File: src/design/sma_pkg.sv
// ----------------------------------------------------------------------------
// Stack machine ALU package
// Opcodes, error codes, field widths and the control types shared by the
// stack cells, the multiply/divide unit and the top level.
// ----------------------------------------------------------------------------
package sma_pkg;

   // Widths of the beat fields on the request and response channels.
   localparam int OPCODE_WIDTH = 5;
   localparam int VALUE_WIDTH  = 64;
   localparam int DEPTH_WIDTH  = 6;
   localparam int ERROR_WIDTH  = 2;

   // Primitive words. Codes above OP_LITERAL are no-ops.
   typedef enum logic [OPCODE_WIDTH-1:0] {
      OP_DROP    = 5'd0,
      OP_DUP     = 5'd1,
      OP_ADD     = 5'd2,
      OP_SUB     = 5'd3,
      OP_MUL     = 5'd4,
      OP_DIV     = 5'd5,
      OP_MOD     = 5'd6,
      OP_SWAP    = 5'd7,
      OP_ROT     = 5'd8,
      OP_ROTBACK = 5'd9,
      OP_OVER    = 5'd10,
      OP_TRUE    = 5'd11,
      OP_FALSE   = 5'd12,
      OP_XOR     = 5'd13,
      OP_OR      = 5'd14,
      OP_AND     = 5'd15,
      OP_NOT     = 5'd16,
      OP_EQ      = 5'd17,
      OP_LT      = 5'd18,
      OP_WITHIN  = 5'd19,
      OP_LITERAL = 5'd20
   } sma_op_type;

   typedef enum logic [ERROR_WIDTH-1:0] {
      ERR_OK        = 2'd0,
      ERR_UNDERFLOW = 2'd1,
      ERR_OVERFLOW  = 2'd2,
      ERR_DIVIDE    = 2'd3
   } sma_err_type;

   // How the row of stack cells moves in one step.
   typedef enum logic [1:0] {
      SH_HOLD = 2'd0,
      SH_PUSH = 2'd1,
      SH_POP1 = 2'd2,
      SH_POP2 = 2'd3
   } sma_shift_type;

   // Per-cell control: step enables the update, write overrides the shift.
   typedef struct packed {
      logic          step;
      sma_shift_type shift;
      logic          write;
   } sma_cell_ctl_type;

   // Operation of the multi-cycle arithmetic unit.
   typedef enum logic [1:0] {
      KIND_MUL = 2'd0,
      KIND_DIV = 2'd1,
      KIND_MOD = 2'd2
   } sma_kind_type;

   typedef struct packed {
      logic         start;
      sma_kind_type kind;
   } sma_md_cmd_type;

   // Number of cells a word consumes.
   function automatic logic [1:0] op_pops(input sma_op_type op);
      logic [1:0] n;
      case (op) inside
         OP_DROP, OP_DUP, OP_NOT:                      n = 2'd1;
         OP_ROT, OP_ROTBACK, OP_WITHIN:                n = 2'd3;
         OP_TRUE, OP_FALSE, OP_LITERAL:                n = 2'd0;
         OP_ADD, OP_SUB, OP_MUL, OP_DIV, OP_MOD,
         OP_SWAP, OP_OVER, OP_XOR, OP_OR, OP_AND,
         OP_EQ, OP_LT:                                 n = 2'd2;
         default:                                      n = 2'd0;
      endcase
      return n;
   endfunction

   // Number of cells a word leaves in place of those it consumed.
   function automatic logic [1:0] op_pushes(input sma_op_type op);
      logic [1:0] n;
      case (op) inside
         OP_DROP:                                      n = 2'd0;
         OP_DUP, OP_SWAP:                              n = 2'd2;
         OP_ROT, OP_ROTBACK, OP_OVER:                  n = 2'd3;
         OP_ADD, OP_SUB, OP_MUL, OP_DIV, OP_MOD,
         OP_TRUE, OP_FALSE, OP_XOR, OP_OR, OP_AND,
         OP_NOT, OP_EQ, OP_LT, OP_WITHIN, OP_LITERAL:  n = 2'd1;
         default:                                      n = 2'd0;
      endcase
      return n;
   endfunction

endpackage

File: src/design/sma_cell.sv
// ----------------------------------------------------------------------------
// Stack cell
// One entry of the shifting stack. It takes its neighbor's value on a push
// or pop, or a value written from the ALU when the top cells are rewritten.
// ----------------------------------------------------------------------------
module sma_cell #(
   parameter int CELL_WIDTH = 64
) (
   input  logic                     clock,
   input  sma_pkg::sma_cell_ctl_type ctl,
   input  logic [CELL_WIDTH-1:0]    from_above,
   input  logic [CELL_WIDTH-1:0]    from_below1,
   input  logic [CELL_WIDTH-1:0]    from_below2,
   input  logic [CELL_WIDTH-1:0]    write_data,
   output logic [CELL_WIDTH-1:0]    value
);
   import sma_pkg::*;

   logic [CELL_WIDTH-1:0] value_ff;
   logic [CELL_WIDTH-1:0] value_in;

   // Select the neighbor for the shift, then let a direct write win.
   always_comb begin
      unique case (ctl.shift)
         SH_HOLD: value_in = value_ff;
         SH_PUSH: value_in = from_above;
         SH_POP1: value_in = from_below1;
         SH_POP2: value_in = from_below2;
         default: value_in = value_ff;
      endcase
      if (ctl.write) begin
         value_in = write_data;
      end
   end

   // Cell contents carry no reset; entries above the depth are never shown.
   always_ff @(posedge clock) begin
      if (ctl.step) begin
         value_ff <= value_in;
      end
   end

   assign value = value_ff;

endmodule

File: config.mk
export PLATFORM = sky130hd
export DESIGN_NAME = sma_cell
export DESIGN_NICKNAME = d
export VERILOG_FILES = /design/src/design/sma_pkg.sv /design/src/design/sma_cell.sv
export SDC_FILE = /design/constraint.sdc
export NUM_CORES = 1
export LEC_CHECK = 0
export ABC_AREA = 0
export BUFFER_PORTS_ARGS = -buffer_cell sky130_fd_sc_hd__buf_4
export CAP_MARGIN = 15
export CORE_AREA = 2 2 126 128
export DETAILED_ROUTE_END_ITERATION = 6
export DIE_AREA = 0 0 128 130
export HOLD_SLACK_MARGIN = 0.15
export PLACE_DENSITY = 0.7
export RECOVER_POWER = 50
export SLEW_MARGIN = 0
export SYNTH_ARGS = -nofsm -noshare
export SYNTH_HDL_FRONTEND = slang
export SYNTH_SLANG_ARGS = --single-unit
File: constraint.sdc
create_clock -name clock -period 3.5 [get_ports clock]
set_clock_uncertainty 0.2 [all_clocks]
set_input_delay 0.175 -clock clock [delete_from_list [all_inputs] [get_ports clock]]
set_output_delay 0.175 -clock clock [all_outputs]
set_load 0.01 [all_outputs]
==> summary.txt <==
Wire length of the first global-routing pass: 23300 um
Setup TNS: 0 ns
Fin nets: 1052
Number of pins with negative max-slew slack in the final report: 66
Number of iterations in the first detailed-routing pass: 4
Overall fraction of global-route tracks in use: 18.2%
Syn avg cell area: 12.1 um^2
Die ar.: 16600 um^2
Power per unit of standard cell area: 313 nW/um^2
Number of antenna violations at the first check in global routing: 0
Dominant combinational cell family by area after synthesis: simple AND/OR/NAND/NOR gates
Chip height: 130 um
Static leakage: 3.60 nW
Outcome: finished with violations
Crit path buffers/inverters: 2
Maximum operating frequency: 373 MHz
RD Place Congestion: 0.887
Layout area overhead: 87.5%
Boundary Pins: 325
Maximum level of the CTS H-tree: 3
IR drop worst, VDD: 0.202 mV
Number of sinks on the clock net: 64
CTS buffer count: 9
Number of core rows: 46
Failing checks: max-capacitance violations, max-slew violations
Seq/Total Area, Yosys: 44.6%
Setup ws final: 0.820 ns
Summed instance area of the synthesized netlist: 4310 um^2
Adder-Cell Fraction of Synth Area: 0%
Required arrival time at the worst endpoint: 3.21 ns
Average wire length per cell after detail routing: 16.4 um
Number of storage elements in the synthesis netlist: 64
Largest register FFs: 64
Max-capacitance violation count: 2
Internal Dissipation: 1.86 mW
Combined flip-flop and latch cell area: 1920 um^2
Share of the synthesized area in compound gates (AO/OA/AOI/OAI): 16.0%
Hold Crit Class: in2reg
Part of the total power dissipated in combinational logic: 30.1%
Actual transition at the worst max-transition pin: 2.03 ns
Fraction of power consumed by the clock network: 31.4%
Final wirelength: 16200 um
Buffer cell driving the clock tree root: sky130_fd_sc_hd__clkbuf_16
Critical Path Sink Type: flop
DP HPWL: 11300 um
Number of warnings reported in the yosys synthesis log: 0
Per-cell via count in the routed design: 4.73
Count of final hold-check violations: 0
Worst Setup Start Kind: primary input
Post-detailed-route count of antenna-violating nets: 0
Multiplexer area fraction after synthesis: 14.9%
Horizontal die dimension: 128 um
Cell family contributing the most delay on the critical path: buffers and inverters
Xor/xnor share of the synthesized area: 0%
Unrepaired setup endpoints after global routing: no
Net Sw Frac: 26.2%
Post-placement setup slack: 1.18 ns
Final setup violation count: 0
Global-route congestion overflow total: 0
DR iter-0 viols: 149
Vias after detailed routing: 4669
Worst Path Max Fanout: 66
Port Buf Inserts: 324
Ratio of cells with drive above 1 in the final layout: 39.9%
Fill cell instance count of the final layout: 1400
Arrival time of data at the critical path endpoint: 2.39 ns
Cell count after synthesis: 357
Starting Density: 27.9%
Cell chain of the critical path: buf_4 > o31a_2 > buf_1
Clock tree from TritonCTS: yes
Minimum period implied by the final worst setup slack: 2.68 ns
Tcrit/Tclk final: 76.6%
Relative slew margins: -35.3%
Share of power burned in registers: 38.5%
Area of combinational cells with multiple inputs: 2150 um^2
Number of antenna cells inserted: 0
DRC Markers: 0
Clock-pin transition on the worst setup and hold timing paths: 0.05 ns
Worst stage delay on the critical path: 1.45 ns
Total power: 2.53 mW
Max clock buf depth: 2
Net load switching power: 0.662 mW
Unique masters post-synth: 12
Simple-gate area share of the yosys netlist: 18.7%
Net count after synthesis: 618
Worst-path cell with the longest stage delay: sky130_fd_sc_hd__buf_1
Core outline area: 15400 um^2
Via count of the first global-routing pass: 4879
Kind of critical path: in2reg
Largest net degree at the start of global routing: 70
==> synth_stat cells <==
cell type                  instances  area share [%]
sky130_fd_sc_hd__or3b_1           64              13
sky130_fd_sc_hd__clkbuf_1          2            0.17
sky130_fd_sc_hd__o211ai_2         40              12
sky130_fd_sc_hd__nand2b_1          1            0.15
sky130_fd_sc_hd__buf_6             9             2.4
sky130_fd_sc_hd__o211ai_1         24             4.2
sky130_fd_sc_hd__buf_2            17             2.0
sky130_fd_sc_hd__o31a_1            1            0.20
sky130_fd_sc_hd__buf_4             7             1.2
sky130_fd_sc_hd__mux2i_1          64              15
sky130_fd_sc_hd__edfxtp_1         64              45
sky130_fd_sc_hd__nand2_1          64             5.6
==> power by group through the flow <==
stage               registers, mW  clock network (mW)  logic (mW)
floorplan                    1.03                   0       0.233
global route                0.979               0.850       0.815
finish                      0.972               0.794       0.761
CTS                         0.972               0.823       0.821
global placement            0.986                   0       0.655
detailed placement          0.988                   0       0.667
==> area by class of cell <==
type | instances | area share [%]
clock buffers | 10 | 2.84
clock inverters | 6 | 0.325
multi-input cells | 258 | 26.6
flip-flops and latches | 64 | 23.8
well taps | 192 | 2.98
repair buffers | 458 | 43.5
==> metal layers <==
layer | vias to the layer above | global-route usage [%] | share of wire (%)
met4 | 0 | 9.95 | 3.3
met3 | 39 | 4.47 | 6.8
met2 | 206 | 34.7 | 53
met1 | 2164 | 18.2 | 37
met5 | - | 0 | 0
li1 | 2260 | - | -
==> final timing paths <==
kind                   startpoint                  end  slack (ns)  depth (start not counted)
setup / recovery           ctl[2]  value[43]$_DFFE_PP_        0.82                          3
hold / removal    from_below1[41]  value[41]$_DFFE_PP_        0.55                          4
==> logic make-up after synthesis <==
logic type / after synthesis
AO/OA/AOI/OAI: 65
flip-flops: 64
AND/OR/NAND/NOR: 129
multiplexers: 64
buffers and inverters: 35
==> cell usage in the layout (no fill, tap or decap) <==
| master | n |
|---|---|
| sky130_fd_sc_hd__mux2i_1 | 64 |
| sky130_fd_sc_hd__dlygate4sd3_1 | 128 |
| sky130_fd_sc_hd__o211ai_2 | 40 |
| sky130_fd_sc_hd__o31a_2 | 1 |
| sky130_fd_sc_hd__nand2_1 | 64 |
| sky130_fd_sc_hd__o211ai_1 | 24 |
| sky130_fd_sc_hd__clkinv_2 | 3 |
| sky130_fd_sc_hd__buf_4 | 264 |
| sky130_fd_sc_hd__clkinv_1 | 3 |
| sky130_fd_sc_hd__clkbuf_16 | 9 |
| sky130_fd_sc_hd__nand2b_4 | 1 |
| sky130_fd_sc_hd__clkbuf_1 | 66 |
| sky130_fd_sc_hd__or3b_1 | 64 |
| sky130_fd_sc_hd__buf_1 | 1 |
| sky130_fd_sc_hd__edfxtp_1 | 64 |
==> metrics by stage <==
| step | utilization, % | area [um^2] | cells | hold WS [ns] |
|---|---|---|---|---|
| floorplan | - | 4310 | 357 | 0.173 |
| global placement | 44.0 | 6790 | 844 | 0.260 |
| detailed placement | 44.0 | 6790 | 844 | 0.264 |
| CTS | 54.0 | 8320 | 988 | 0.320 |
| global route | 52.3 | 8070 | 988 | 0.556 |
| finish | 52.3 | 8070 | 988 | 0.547 |
==> repair_timing <==
item	in CTS	in global routing
hold buffers	128	0
resized for setup	0	0
endpoints found under the setup margin	0	0
setup buffers	0	0
endpoints found under the hold margin	64	0
Power figures use the tool's default switching activity.
