`config.mk`:
```
export PLATFORM = sky130hd
export DESIGN_NAME = sma_muldiv
export DESIGN_NICKNAME = d
export VERILOG_FILES = /design/src/design/sma_pkg.sv /design/src/design/sma_muldiv.sv
export SDC_FILE = /design/constraint.sdc
export NUM_CORES = 2
export LEC_CHECK = 0
export ABC_CLOCK_PERIOD_IN_PS = 8750
export BUFFER_PORTS_ARGS = -buffer_cell sky130_fd_sc_hd__buf_2
export CAP_MARGIN = 25
export CORE_ASPECT_RATIO = 2
export CORE_MARGIN = 2
export CORE_UTILIZATION = 55
export DETAILED_ROUTE_END_ITERATION = 10
export GPL_TIMING_DRIVEN = 0
export PLACE_DENSITY = 0.72
export REMOVE_ABC_BUFFERS = 1
export SYNTH_ARGS = -nofsm -noshare
export SYNTH_HDL_FRONTEND = slang
export SYNTH_SLANG_ARGS = --single-unit
export TNS_END_PERCENT = 50
```
`constraint.sdc`:
```
create_clock -name clock -period 8.75 [get_ports clock]
set_input_delay 1.75 -clock clock [delete_from_list [all_inputs] [get_ports clock]]
set_output_delay 1.75 -clock clock [all_outputs]
set_load 0.01 [all_outputs]
```
`src/design/sma_pkg.sv`:
```
// ----------------------------------------------------------------------------
// Stack machine ALU package
// Opcodes, error codes, field widths and the control types shared by the
// stack cells, the multiply/divide unit and the top level.
// ----------------------------------------------------------------------------
package sma_pkg;

   // Widths of the beat fields on the request and response channels.
   localparam int OPCODE_WIDTH = 5;
   localparam int VALUE_WIDTH  = 64;
   localparam int DEPTH_WIDTH  = 6;
   localparam int ERROR_WIDTH  = 2;

   // Primitive words. Codes above OP_LITERAL are no-ops.
   typedef enum logic [OPCODE_WIDTH-1:0] {
      OP_DROP    = 5'd0,
      OP_DUP     = 5'd1,
      OP_ADD     = 5'd2,
      OP_SUB     = 5'd3,
      OP_MUL     = 5'd4,
      OP_DIV     = 5'd5,
      OP_MOD     = 5'd6,
      OP_SWAP    = 5'd7,
      OP_ROT     = 5'd8,
      OP_ROTBACK = 5'd9,
      OP_OVER    = 5'd10,
      OP_TRUE    = 5'd11,
      OP_FALSE   = 5'd12,
      OP_XOR     = 5'd13,
      OP_OR      = 5'd14,
      OP_AND     = 5'd15,
      OP_NOT     = 5'd16,
      OP_EQ      = 5'd17,
      OP_LT      = 5'd18,
      OP_WITHIN  = 5'd19,
      OP_LITERAL = 5'd20
   } sma_op_type;

   typedef enum logic [ERROR_WIDTH-1:0] {
      ERR_OK        = 2'd0,
      ERR_UNDERFLOW = 2'd1,
      ERR_OVERFLOW  = 2'd2,
      ERR_DIVIDE    = 2'd3
   } sma_err_type;

   // How the row of stack cells moves in one step.
   typedef enum logic [1:0] {
      SH_HOLD = 2'd0,
      SH_PUSH = 2'd1,
      SH_POP1 = 2'd2,
      SH_POP2 = 2'd3
   } sma_shift_type;

   // Per-cell control: step enables the update, write overrides the shift.
   typedef struct packed {
      logic          step;
      sma_shift_type shift;
      logic          write;
   } sma_cell_ctl_type;

   // Operation of the multi-cycle arithmetic unit.
   typedef enum logic [1:0] {
      KIND_MUL = 2'd0,
      KIND_DIV = 2'd1,
      KIND_MOD = 2'd2
   } sma_kind_type;

   typedef struct packed {
      logic         start;
      sma_kind_type kind;
   } sma_md_cmd_type;

   // Number of cells a word consumes.
   function automatic logic [1:0] op_pops(input sma_op_type op);
      logic [1:0] n;
      case (op) inside
         OP_DROP, OP_DUP, OP_NOT:                      n = 2'd1;
         OP_ROT, OP_ROTBACK, OP_WITHIN:                n = 2'd3;
         OP_TRUE, OP_FALSE, OP_LITERAL:                n = 2'd0;
         OP_ADD, OP_SUB, OP_MUL, OP_DIV, OP_MOD,
         OP_SWAP, OP_OVER, OP_XOR, OP_OR, OP_AND,
         OP_EQ, OP_LT:                                 n = 2'd2;
         default:                                      n = 2'd0;
      endcase
      return n;
   endfunction

   // Number of cells a word leaves in place of those it consumed.
   function automatic logic [1:0] op_pushes(input sma_op_type op);
      logic [1:0] n;
      case (op) inside
         OP_DROP:                                      n = 2'd0;
         OP_DUP, OP_SWAP:                              n = 2'd2;
         OP_ROT, OP_ROTBACK, OP_OVER:                  n = 2'd3;
         OP_ADD, OP_SUB, OP_MUL, OP_DIV, OP_MOD,
         OP_TRUE, OP_FALSE, OP_XOR, OP_OR, OP_AND,
         OP_NOT, OP_EQ, OP_LT, OP_WITHIN, OP_LITERAL:  n = 2'd1;
         default:                                      n = 2'd0;
      endcase
      return n;
   endfunction

endpackage

```
`src/design/sma_muldiv.sv`:
```
// ----------------------------------------------------------------------------
// Multiply/divide unit
// Multiplies sixteen multiplier bits per cycle, and divides with a restoring
// divider that retires one quotient bit per cycle on operand magnitudes.
// ----------------------------------------------------------------------------
module sma_muldiv #(
   parameter int CELL_WIDTH = 64
) (
   input  logic                    clock,
   input  logic                    reset,
   input  sma_pkg::sma_md_cmd_type cmd,
   input  logic [CELL_WIDTH-1:0]   operand_a,
   input  logic [CELL_WIDTH-1:0]   operand_b,
   output logic                    done,
   output logic [CELL_WIDTH-1:0]   result
);
   import sma_pkg::*;

   localparam int DIGIT     = 16;
   localparam int MUL_STEPS = (CELL_WIDTH + DIGIT - 1) / DIGIT;
   localparam int CNT_W     = $clog2(CELL_WIDTH);

   logic                  busy_ff, busy_in;
   logic                  done_ff, done_in;
   sma_kind_type          kind_ff, kind_in;
   logic [CNT_W-1:0]      count_ff, count_in;
   logic [CELL_WIDTH-1:0] acc_ff, acc_in;
   logic [CELL_WIDTH-1:0] x_ff, x_in;
   logic [CELL_WIDTH-1:0] y_ff, y_in;
   logic                  neg_q_ff, neg_q_in;
   logic                  neg_r_ff, neg_r_in;

   logic [CELL_WIDTH+DIGIT-1:0] partial;
   logic [CELL_WIDTH:0]         shifted;
   logic [CELL_WIDTH:0]         diff;
   logic [CNT_W-1:0]            last_count;

   assign partial    = x_ff * y_ff[DIGIT-1:0];
   assign shifted    = {acc_ff, y_ff[CELL_WIDTH-1]};
   assign diff       = shifted - {1'b0, x_ff};
   assign last_count = (kind_ff == KIND_MUL) ? CNT_W'(MUL_STEPS - 1) : CNT_W'(CELL_WIDTH - 1);

   // Load on start, then one multiply digit or one quotient bit per cycle.
   always_comb begin
      busy_in  = busy_ff;
      done_in  = 1'b0;
      kind_in  = kind_ff;
      count_in = count_ff;
      acc_in   = acc_ff;
      x_in     = x_ff;
      y_in     = y_ff;
      neg_q_in = neg_q_ff;
      neg_r_in = neg_r_ff;
      if (cmd.start) begin
         busy_in  = 1'b1;
         kind_in  = cmd.kind;
         count_in = '0;
         acc_in   = '0;
         neg_q_in = operand_a[CELL_WIDTH-1] ^ operand_b[CELL_WIDTH-1];
         neg_r_in = operand_a[CELL_WIDTH-1];
         if (cmd.kind == KIND_MUL) begin
            x_in = operand_a;
            y_in = operand_b;
         end else begin
            x_in = operand_b[CELL_WIDTH-1] ? ('0 - operand_b) : operand_b;
            y_in = operand_a[CELL_WIDTH-1] ? ('0 - operand_a) : operand_a;
         end
      end else if (busy_ff) begin
         if (kind_ff == KIND_MUL) begin
            acc_in = acc_ff + partial[CELL_WIDTH-1:0];
            x_in   = x_ff << DIGIT;
            y_in   = y_ff >> DIGIT;
         end else if (!diff[CELL_WIDTH]) begin
            acc_in = diff[CELL_WIDTH-1:0];
            y_in   = {y_ff[CELL_WIDTH-2:0], 1'b1};
         end else begin
            acc_in = shifted[CELL_WIDTH-1:0];
            y_in   = {y_ff[CELL_WIDTH-2:0], 1'b0};
         end
         count_in = count_ff + CNT_W'(1);
         if (count_ff == last_count) begin
            busy_in = 1'b0;
            done_in = 1'b1;
         end
      end
   end

   always_ff @(posedge clock) begin
      if (reset) begin
         busy_ff <= 1'b0;
         done_ff <= 1'b0;
      end else begin
         busy_ff <= busy_in;
         done_ff <= done_in;
      end
   end

   always_ff @(posedge clock) begin
      kind_ff  <= kind_in;
      count_ff <= count_in;
      acc_ff   <= acc_in;
      x_ff     <= x_in;
      y_ff     <= y_in;
      neg_q_ff <= neg_q_in;
      neg_r_ff <= neg_r_in;
   end

   // Restore the signs: the quotient truncates toward zero and the
   // remainder follows the dividend.
   always_comb begin
      unique case (kind_ff)
         KIND_MUL: result = acc_ff;
         KIND_DIV: result = neg_q_ff ? ('0 - y_ff) : y_ff;
         KIND_MOD: result = neg_r_ff ? ('0 - acc_ff) : acc_ff;
         default:  result = acc_ff;
      endcase
   end

   assign done = done_ff;

endmodule

```
==> out/qor.yml <==
hp-start: "count_ff[5]$_SDFFE_PP0P_"
htreeDepth: 1
synthFlopType: "edfxtp_1"
synth_edf_count: 132
rows: 155
grt_remaining_overflow: 0
crit_path_start: "y_ff[5]$_DFFE_PP_"
synth_top_cell_area_share_pct: 33.0
synthTopCellsByArea: "fa_1 33%, inv_1 8.9%, edfxtp_1 8.0%, nand2_1 7.4%, ha_1 4.4%"
drt_iter0_drc: 4484
die_y_um: 428
crit_arrival_ps: 9070
grt_first_pass_wirelength_um: 296000
hpwl_um: 161000
die-area_mm2: 0.0924
insertion_delay_ps: 590
chipWidth_um: 216
hold_class: "reg2reg"
finalHoldViolCount: 0
grt_pass1_vias: 48800
gp_congestion: 1.09
timing.final.crit_share_pct: 98.0
period_minus_slack_ps: 8580
fin_ws_ps: 172
netlist_area_mm2: 0.0494
ios: 198
reg2reg_from: "y_ff[5]$_DFFE_PP_"
synth-async-reset-ratio_pct: 0
crit_path_start_kind: "flop"
core-area_mm2: 0.0892
port_buffers: 197
drcViolationCount: 0
cap_violations: 0
regArea_mm2: 0.00541
skew_ps: 21.3
synth-seq-area-share_pct: 10.9
drive_gt1_share_pct: 6.32
multi_input_area_mm2: 0.0383
initial_core_util_pct: 55.4
slowest_stage: "a2111oi_1"
clk_path_buf_depth: 3
drv_slew: 0
clockRootBuffer: "clkbuf_16"
final_antenna_net_count: 0
grt_start_max_net_pins: 173
synthCells: 6179
drtPass1Iterations: 8
syn_area_per_cell_um2: 8.00
cp_max_fo: 24
reg2reg_slack_ps: 170
clk_pin_slew_worst_paths_ps: 70
required_ps: 9240
synthDistinctLibCells: 80
yosys_register_bits: 204
post-place-ws_ps: -85.8
vias: 46800
post_drt_wl_per_cell_um: 26.9
setup_viol: 0
drt_wl_total_um: 197000
crit_path_end_kind: "flop"
area_growth_pct: 8.34
cts_buffers: 25
criticalPathCategory: "reg2reg"
post-synth-top-area-cell: "fa_1"
rsz0062_at_grt: "false"
critPathMaxStageDelay_ps: 890
final_cell_mix: "1162 x inv_1, 970 x nand2_1, 815 x fa_1, 354 x o21ai_0, 305 x a21oi_1"
antenna_found_initial: 35
cpMostUsedCell: "fa_1"
tightest_slew_ps: 1180
fill_cells: 8160
layout_commonest_cell: "inv_1"
yosys_warnings: 0
max_freq_mhz: 117
relSlewSlack_pct: 20.8
cts_tree: "done"
nets: 7222
grt_usage_pct: 43.1
status: "complete, no violations"
viasPerCell: 6.39
cts_num_sinks: 204
-- synthesized netlist by cell type, types with 13 or more instances --
| library cell | instances |
|---|---|
| a22o_1 | 28 |
| clkbuf_1 | 340 |
| a211oi_1 | 13 |
| mux2i_1 | 48 |
| ha_1 | 172 |
| dfxtp_1 | 72 |
| nor2_1 | 166 |
| nand2b_1 | 35 |
| o21bai_1 | 25 |
| a21oi_1 | 306 |
| fa_1 | 815 |
| xor2_1 | 134 |
| o22ai_1 | 45 |
| a22oi_1 | 28 |
| or3_1 | 43 |
| inv_1 | 1166 |
| o211ai_1 | 113 |
| o21a_1 | 16 |
| nand3_1 | 68 |
| or2_2 | 20 |
| edfxtp_1 | 132 |
| nand2_1 | 972 |
| and3_1 | 16 |
| o211a_1 | 20 |
| o21ai_0 | 355 |
| nor3_1 | 70 |
| nand4_1 | 40 |
| and2_1 | 265 |
| o31ai_1 | 91 |
| nor2b_1 | 19 |
| or4_1 | 43 |
| xnor2_1 | 193 |
| a31oi_1 | 25 |
| a21o_1 | 47 |
| nor4_1 | 30 |
| buf_1 | 45 |
| o41ai_1 | 32 |
-- per-layer routing --
metal / part of all wire (%) / GRT usage [%] / routed length (um)
met4: 13 / 43.7 / 25900
met2: 49 / 73.4 / 96000
met3: 8.6 / 9.38 / 17000
met5: 0.036 / 0 / 70
met1: 29 / 41.9 / 58100
-- per-stage QoR --
step	cells	utilization (%)	hold slack, ps	setup TNS [ps]	area (um^2)
5_1_grt	7304	59.9	562	0	53500
2_1_floorplan	5794	-	465	0	48000
6_report	7325	60.0	524	0	53500
4_1_cts	7290	59.8	527	0	53400
3_3_place_gp	7168	56.5	489	-357610	50400
3_5_place_dp	7244	58.8	518	-85.8	52500
-- registers in the layout, summed over array words and instances, names as in the netlist --
signal and flops:
acc_ff 64, busy_ff 1, count_ff 6, done 1, kind_ff 2, neg_q_ff 1, neg_r_ff 1, x_ff 64
y_ff 64
-- layout make-up --
cell class / count / share of cell area [%]
multi-input cells: 4423 / 71.5
flip-flops and latches: 204 / 10.1
inverters: 1167 / 8.19
repair buffers: 281 / 5.65
well taps: 1177 / 2.75
clock buffers: 31 / 1.33
clock inverters: 14 / 0.318
diodes: 28 / 0.131
-- repair_timing --
item | 4_1_cts | 5_1_grt
hold buffers | 0 | 0
resized for setup | 0 | 6
endpoints found under the setup margin | 1 | 10
buffers inserted | 1 | 1
-- cells by family (layout without fill, tap and decap cells) --
kind of cell             after synthesis  after routing  share of synthesized area [%]
AO/OA/AOI/OAI                       1241           1241                           15.9
flip-flops                           204            204                           10.9
XOR/XNOR                             327            327                           5.80
multiplexers                          51             51                           1.04
AND/OR/NAND/NOR                     1817           1817                           17.2
other                                  0             28                              0
buffers and inverters               1552           1493                           11.8
adder cells (fa/ha/maj)              987            987                           37.4
-- path summary, 6_finish.rpt --
check,to,cells past startpoint
worst max-delay path,acc_ff[62]$_SDFFE_PP0P_,25
worst min register to register,count_ff[5]$_SDFFE_PP0P_,2
worst min-delay path,count_ff[5]$_SDFFE_PP0P_,2
worst max register to register,acc_ff[62]$_SDFFE_PP0P_,25
-- worst max-delay path, delay by kind of cell, from the launching register on --
| kind | cells | cell delay, ps |
|---|---|---|
| AOI/OAI and AO/OA | 6 | 1790 |
| xor gates and xnor gates | 1 | 470 |
| adders and majority gates | 7 | 3610 |
| buffers and inverters | 6 | 670 |
| DFF | 1 | 710 |
| and+or+nand+nor | 5 | 1200 |
Power is left out: the tool's default activity adds up to more than one toggle a clock period on the data nets, which glitch-free logic cannot reach.
